--- src/hdl/ssbm_pkg.sv ---
// Shared types, request codes and controller/datapath interface structs
// for the sparse SDDMM backward merge block. No dependencies.
package ssbm_pkg;

    localparam int ROWS_MAX_DEF = 64;
    localparam int NNZ_MAX_DEF  = 1024;

    localparam logic [3:0] REQ_L_RPTR = 4'd0;
    localparam logic [3:0] REQ_L_ENT  = 4'd1;
    localparam logic [3:0] REQ_M_RPTR = 4'd2;
    localparam logic [3:0] REQ_M_ENT  = 4'd3;
    localparam logic [3:0] REQ_T_RPTR = 4'd4;
    localparam logic [3:0] REQ_T_ENT  = 4'd5;
    localparam logic [3:0] REQ_RUN    = 4'd6;
    localparam logic [3:0] REQ_RD_DL  = 4'd7;
    localparam logic [3:0] REQ_RD_DM  = 4'd8;

    typedef struct packed {
        logic [3:0]         req_type;
        logic [9:0]         index;
        logic [10:0]        row_start;
        logic [9:0]         column;
        logic signed [15:0] value;
    } req_t;

    typedef struct packed {
        logic signed [39:0] grad_value;
        logic               saturated;
    } rsp_t;

    typedef struct packed {
        logic accept;
        logic clr_step;
        logic row_rd_hi;
        logic row_latch;
        logic row_next;
        logic t_latch;
        logic t_next;
        logic m_rd_hi;
        logic m_latch;
        logic e_cmp;
        logic e_acc;
        logic rsp_load;
    } cmd_t;

    typedef struct packed {
        logic clr_last;
        logic row_last;
        logic t_done;
        logic q_bad;
        logic merge_done;
        logic cols_equal;
    } status_t;

endpackage

--- src/hdl/ssbm_ctrl.sv ---
// Sequencing state machine for request handling, clearing and the merge walk.
// Depends on ssbm_pkg for request codes and the command/status structs.
module ssbm_ctrl (
    input  logic               clk,
    input  logic               rst_n,
    input  logic               req_valid,
    input  logic [3:0]         req_type,
    output logic               req_stall,
    output logic               rsp_valid,
    input  logic               rsp_stall,
    input  ssbm_pkg::status_t  status,
    output ssbm_pkg::cmd_t     cmd
);
    import ssbm_pkg::*;

    localparam logic [3:0] S_IDLE = 4'd0;
    localparam logic [3:0] S_CLR  = 4'd1;
    localparam logic [3:0] S_ROW  = 4'd2;
    localparam logic [3:0] S_R1   = 4'd3;
    localparam logic [3:0] S_R2   = 4'd4;
    localparam logic [3:0] S_T0   = 4'd5;
    localparam logic [3:0] S_T1   = 4'd6;
    localparam logic [3:0] S_T2   = 4'd7;
    localparam logic [3:0] S_T3   = 4'd8;
    localparam logic [3:0] S_T4   = 4'd9;
    localparam logic [3:0] S_M0   = 4'd10;
    localparam logic [3:0] S_M1   = 4'd11;
    localparam logic [3:0] S_M2   = 4'd12;
    localparam logic [3:0] S_RD   = 4'd13;

    logic [3:0] state_reg, state_next;
    logic       run_reg, run_next;
    logic       rsp_valid_reg, rsp_valid_next;
    logic       is_read;
    logic       take;

    assign is_read = (req_type == REQ_RD_DL) || (req_type == REQ_RD_DM);

    always_comb
    begin
        cmd        = '0;
        state_next = state_reg;
        run_next   = run_reg;
        req_stall  = 1'b1;
        take       = 1'b0;
        unique case (state_reg)
            S_IDLE:
            begin
                // a read needs the response register free by the time data returns
                req_stall = is_read && rsp_valid_reg && rsp_stall;
                take      = req_valid && !(is_read && rsp_valid_reg && rsp_stall);
                if (take)
                begin
                    cmd.accept = 1'b1;
                    if (req_type == REQ_RUN)
                    begin
                        state_next = S_CLR;
                        run_next   = 1'b1;
                    end
                    else if (is_read)
                    begin
                        state_next = S_RD;
                    end
                end
            end
            S_CLR:
            begin
                cmd.clr_step = 1'b1;
                if (status.clr_last)
                begin
                    state_next = run_reg ? S_ROW : S_IDLE;
                end
            end
            S_ROW:
            begin
                if (status.row_last)
                begin
                    state_next = S_IDLE;
                    run_next   = 1'b0;
                end
                else
                begin
                    state_next = S_R1;
                end
            end
            S_R1:
            begin
                cmd.row_rd_hi = 1'b1;
                state_next    = S_R2;
            end
            S_R2:
            begin
                cmd.row_latch = 1'b1;
                state_next    = S_T0;
            end
            S_T0:
            begin
                if (status.t_done)
                begin
                    cmd.row_next = 1'b1;
                    state_next   = S_ROW;
                end
                else
                begin
                    state_next = S_T1;
                end
            end
            S_T1:
            begin
                cmd.t_latch = 1'b1;
                state_next  = S_T2;
            end
            S_T2:
            begin
                if (status.q_bad)
                begin
                    cmd.t_next = 1'b1;
                    state_next = S_T0;
                end
                else
                begin
                    state_next = S_T3;
                end
            end
            S_T3:
            begin
                cmd.m_rd_hi = 1'b1;
                state_next  = S_T4;
            end
            S_T4:
            begin
                cmd.m_latch = 1'b1;
                state_next  = S_M0;
            end
            S_M0:
            begin
                if (status.merge_done)
                begin
                    cmd.t_next = 1'b1;
                    state_next = S_T0;
                end
                else
                begin
                    state_next = S_M1;
                end
            end
            S_M1:
            begin
                cmd.e_cmp  = 1'b1;
                state_next = status.cols_equal ? S_M2 : S_M0;
            end
            S_M2:
            begin
                cmd.e_acc  = 1'b1;
                state_next = S_M0;
            end
            S_RD:
            begin
                cmd.rsp_load = 1'b1;
                state_next   = S_IDLE;
            end
            default:
            begin
                state_next = S_IDLE;
            end
        endcase
    end

    assign rsp_valid_next = cmd.rsp_load ? 1'b1 : (rsp_valid_reg && rsp_stall);
    assign rsp_valid      = rsp_valid_reg;

    always_ff @(posedge clk or negedge rst_n)
    begin
        if (!rst_n)
        begin
            state_reg     <= S_CLR;
            run_reg       <= 1'b0;
            rsp_valid_reg <= 1'b0;
        end
        else
        begin
            state_reg     <= state_next;
            run_reg       <= run_next;
            rsp_valid_reg <= rsp_valid_next;
        end
    end

endmodule

--- config.mk ---
export PLATFORM = sky130hd
export DESIGN_NAME = ssbm_ctrl
export DESIGN_NICKNAME = d
export VERILOG_FILES = /design/src/hdl/ssbm_pkg.sv /design/src/hdl/ssbm_ctrl.sv
export SDC_FILE = /design/constraint.sdc
export NUM_CORES = 1
export LEC_CHECK = 0
export BUFFER_PORTS_ARGS = -buffer_cell sky130_fd_sc_hd__buf_4
export CAP_MARGIN = 40
export CORE_MARGIN = 5
export CORE_UTILIZATION = 44
export DETAILED_ROUTE_END_ITERATION = 8
export GPL_TIMING_DRIVEN = 1
export HOLD_SLACK_MARGIN = 0.05
export PLACE_DENSITY = 0.73
export SLEW_MARGIN = 5
export SYNTH_ARGS = -nofsm -noshare
export SYNTH_HDL_FRONTEND = slang
export SYNTH_SLANG_ARGS = --single-unit
--- constraint.sdc ---
create_clock -name clk -period 1.8 [get_ports clk]
set_clock_uncertainty 0.15 [all_clocks]
set_input_delay 0.27 -clock clk [delete_from_list [all_inputs] [get_ports clk]]
set_output_delay 0.27 -clock clk [all_outputs]
set_load 0.1 [all_outputs]
==> results of run 1 <==
[cell families after synthesis]
family	Yosys count
AND/OR/NAND/NOR	43
AO/OA/AOI/OAI	23
buffers and inverters	8
flip-flops	6
[cells in the mapped netlist, drive strengths merged (2+ instances only)]
library cell,n
nor2b,2
a21oi,4
buf,6
nor3,5
nand2,11
nand2b,4
nor2,8
inv,2
dfrtp,5
o21ai,5
a21o,2
nor4b,3
nor4,2
nor3b,2
[timing repair]
| action | in CTS |
|---|---|
| buffers inserted | 1 |
| hold endpoints to repair | 6 |
| gates resized for setup | 38 |
| setup endpoints to repair | 13 |
| hold buffers | 1 |
| pin swaps | 2 |
[per-stage QoR]
| stage | instances | setup WS (ns) |
|---|---|---|
| after floorplan | 80 | -0.192 |
| after global placement | 128 | 0.0627 |
| after detailed placement | 128 | 0.0263 |
| after CTS | 134 | -0.140 |
==> summary.md, run 1 <==
| Metric | Value |
|---|---|
| Initial Util | 46.7% |
| Error | [ERROR DPL-0038] Utilization greater than 100%, impossible to legalize |
| Clock sinks | 6 |
| CTS Buf Count | 3 |
| Post-synth EDFFs | 0 |
| Synth Area in XOR/XNOR | 0% |
| Die W | 47.2 um |
| Top cells by area, synth | dfrtp_1 (21%), nand2_1 (6.8%), buf_2 (4.9%) |
| Share of the synthesized area in the top cell type | 20.6% |
| Worst endpoint type | top-level output |
| Num rows | 13 |
| Average size of a mapped cell | 7.60 um2 |
| YS warnings | 0 |
| DIE HEIGHT | 47.2 um |
| Post-Synth Adder-Cell Area | 0% |
| Cell chosen for the clock root | clkbuf_4 |
| I/O pin cnt | 28 |
| Pin count of the biggest net entering global routing | 12 |
| Worst_ep grt | cmd[11] |
| Seq cells post-synth | 6 |
| Dpl hpwl | 1710 um |
| Distinct cells, synth | 37 |
| Port-buffer cells | 27 |
| Clock buffer depth | 2 |
| Cell taking the most area after synthesis | dfrtp_1 |
| Simple-Gate Fraction of Synth Area | 41.2% |
| Routability Congestion | 0.875 |
| Share of flip-flops with an asynchronous set or reset | 100% |
| Syn_nets | 94 |
| DP Area | 1050 um2 |
| Exit stage | 5_1_grt |
| H-tree depth | 1 |
| Top_reg_cell synth | dfrtp_1 |
| Synth Area in Compound Gates | 27.8% |
| Status | did not finish |
| Mux contribution to synthesized area | 0% |
| Mapped Area | 608 um2 |
| Post-synthesis sequential area ratio | 24.9% |
| Main combinational cell family by area after synthesis | simple AND/OR/NAND/NOR gates |
| Cells after Synth | 80 |
==> inputs of run 2 (changes only) <==
CORE_AREA = 5 5 66 68   (was not set)
CORE_MARGIN = not set   (was 5)
CORE_UTILIZATION = not set   (was 44)
DIE_AREA = 0 0 71 73   (was not set)
HOLD_SLACK_MARGIN = not set   (was 0.05)
PLACE_DENSITY = not set   (was 0.73)
PLACE_DENSITY_LB_ADDON = 0.15   (was not set)
==> summary.md, run 2 <==
| Metric | Value |
|---|---|
| Cell Pwr Density | 1990 nW/um2 |
| Post-synth EDFFs | 0 |
| Leakage | 0.575 nW |
| Seq cells post-synth | 6 |
| Die Area | 5180 um2 |
| Syn_nets | 94 |
| CP max FO | 2 |
| Worst min-delay path class | input port to register |
| Routability Congestion | 0.786 |
| Final period util | 107% |
| I/O pin cnt | 28 |
| Most frequent cells in the layout | buf_4 (30), buf_12 (13), nand2_1 (8) |
| Arr. time, crit path | 1.50 ns |
| Cell taking the most area after synthesis | dfrtp_1 |
| DRT Wirelength | 2280 um |
| 1st-pass router iterations | 4 |
| Max-slew headroom | 74.7% |
| Port-buffer cells | 27 |
| ANT cells | 0 |
| Area Overhead vs Synth | 134% |
| Top_reg_cell synth | dfrtp_1 |
| Mapped Area | 608 um2 |
| Layout cells sized above 1 | 65.4% |
| R2r setup slk | 0.02 ns |
| Initial Util | 16.0% |
| CTS tree | yes |
| Critical Path Sink Type | primary output |
| Final #Nets | 142 |
| RSZ-0062 raised after global routing | yes |
| Worst EP required | 1.38 ns |
| Post-route DRC | 0 |
| All-Layer GR Usage | 9.12% |
| CP startpoint | state_reg[2]$_DFFE_PN0P_ |
| First-pass GRT wire length | 3770 um |
| Share of the synthesized area in the top cell type | 20.6% |
| Cell internal pwr | 1.34 mW |
| Clock buffer depth | 2 |
| Core outline area | 3800 um2 |
| Dpl hpwl | 1780 um |
| Clock transition at the registers of the reported paths | 0.04 ns |
| P_sw | 1.50 mW |
| Clk Latency, worst-skew pair | 0.23 ns |
| Crit path time final | 1.92 ns |
| Vias in the first global route | 802 |
| Max reg flops | 4 |
| Worst Setup Path Type | register to primary output |
| FMAX | 522 MHz |
| Fin. Hold Viols | 0 |
| Logic pwr share | 81.2% |
| Failing checks | setup timing |
| Grt total ovfl | 0 |
| Power share of the sequential group | 11.0% |
| Vias/cell | 4.33 |
| Commonest non-fill, non-tap cell in the layout | buf_4 |
| Top post-synthesis cells by count | nand2_1 (11), nor2_1 (8), buf_2 (6) |
| Cells after Synth | 80 |
| FF-to-FF Start | state_reg[1]$_DFFE_PN0P_ |
| Post-synthesis sequential area ratio | 24.9% |
| Fillers | 410 |
| Final non-filler cell total | 177 |
| Die W | 71 um |
| R2R cell count | 5 |
| Setup ws final | -0.117 ns |
| Post-route ant nets | 0 |
| Count leader, synth | nand2_1 |
| Peak VDD IR | 924 uV |
| CTS Buf Count | 3 |
| Placed cells | 162 |
| Pwr Total | 2.83 mW |
| Cell chosen for the clock root | clkbuf_8 |
| Pin count of the biggest net entering global routing | 13 |
| Num rows | 23 |
| Average size of a mapped cell | 7.60 um2 |
| YS warnings | 0 |
| Distinct cells, synth | 37 |
| Tightest Pin Transition | 0.375 ns |
| Critical Path Sink | cmd[5] |
| Clk pwr share | 7.8% |
| H-tree depth | 1 |
| DIE HEIGHT | 73 um |
| # setup viols final | 8 |
| Wire length per cell | 12.9 um |
| Finished Core Util | 37.5% |
| Top cells by area, synth | dfrtp_1 (21%), nand2_1 (6.8%), buf_2 (4.9%) |
| Status | finished with violations |
| Initial antenna violation count | 0 |
| Crit path launch type | register |
| Slew Viols, Final | 0 |
| Total number of vias | 767 |
| Sw frac | 52.8% |
| Max cap viols | 0 |
| Share of flip-flops with an asynchronous set or reset | 100% |
| Clock sinks | 6 |
| Worst r2r dst | state_reg[3]$_DFFE_PN0P_ |
| Initial DRC count | 55 |
run 2: worst max-delay path, stage by stage (launching register included):
cell,delay (ns)
dfrtp_1,0.38
nand2b_4,0.14
or3b_4,0.38
a21boi_4,0.17
buf_12,0.19
run 2: logic make-up after synthesis:
family	after synthesis	share of synthesized area, %
and+or+nand+nor	43	41.2
AOI/OAI and AO/OA	23	27.8
buffers and inverters	8	6.17
DFF	6	24.9
run 2: cell type report:
cell class / instances / area (um2) / area share (%)
inverter: 2 / 7.51 / 0.527
tap: 50 / 62.6 / 4.39
sequential: 6 / 155 / 10.9
multi-input combinational: 66 / 602 / 42.3
timing repair buffer: 49 / 552 / 38.8
clock buffer: 4 / 45.0 / 3.16
run 2: what timing repair did:
item / CTS / global route
hold buffers: 1 / 0
endpoints found under the setup margin: 13 / 17
endpoints found under the hold margin: 6 / 0
buffers inserted: 6 / 4
gates resized for setup: 40 / 10
pin swaps: 4 / 3
run 2: worst min path at each step:
stage,start,endpoint,cells past startpoint,slack [ns]
after detailed placement,rst_n,run_reg$_DFFE_PN0P_,1,-0.07
final,rsp_stall,rsp_valid$_DFF_PN0_,3,0.18
after global placement,rst_n,run_reg$_DFFE_PN0P_,1,-0.07
after global routing,req_valid,run_reg$_DFFE_PN0P_,2,0.21
after floorplan,rst_n,rsp_valid$_DFF_PN0_,0,-0.18
after CTS,rsp_stall,rsp_valid$_DFF_PN0_,3,0.18
run 2: routing by layer:
| layer | share of wire [%] | up-vias | GRT usage [%] |
|---|---|---|---|
| li1 | - | 393 | - |
| met5 | 0 | - | 0 |
| met1 | 43 | 347 | 10.9 |
| met4 | 0.66 | 0 | 2.51 |
| met2 | 50 | 25 | 15.8 |
| met3 | 6.3 | 2 | 2.89 |
run 2: metrics by stage:
stage | TNS [ns] | hold WS (ns) | area [um2] | worst slack, ns
6_report | -0.320 | 0.179 | 1420 | -0.117
3_3_place_gp | 0 | -0.0709 | 1080 | 0.0258
2_1_floorplan | -1.17 | -0.176 | 776 | -0.192
3_5_place_dp | 0 | -0.0695 | 1080 | 0.0173
5_1_grt | -0.983 | 0.211 | 1420 | -0.157
4_1_cts | -0.542 | 0.180 | 1350 | -0.110
run 2: power groups by stage:
stage | sequential (mW) | clock [mW] | combinational [mW]
2_1_floorplan | 0.303 | 0 | 1.45
5_1_grt | 0.327 | 0.232 | 2.43
6_report | 0.312 | 0.220 | 2.30
3_5_place_dp | 0.302 | 0 | 1.87
3_3_place_gp | 0.305 | 0 | 1.87
4_1_cts | 0.310 | 0.222 | 2.19
No activity file was read; power rests on OpenSTA's default activity.
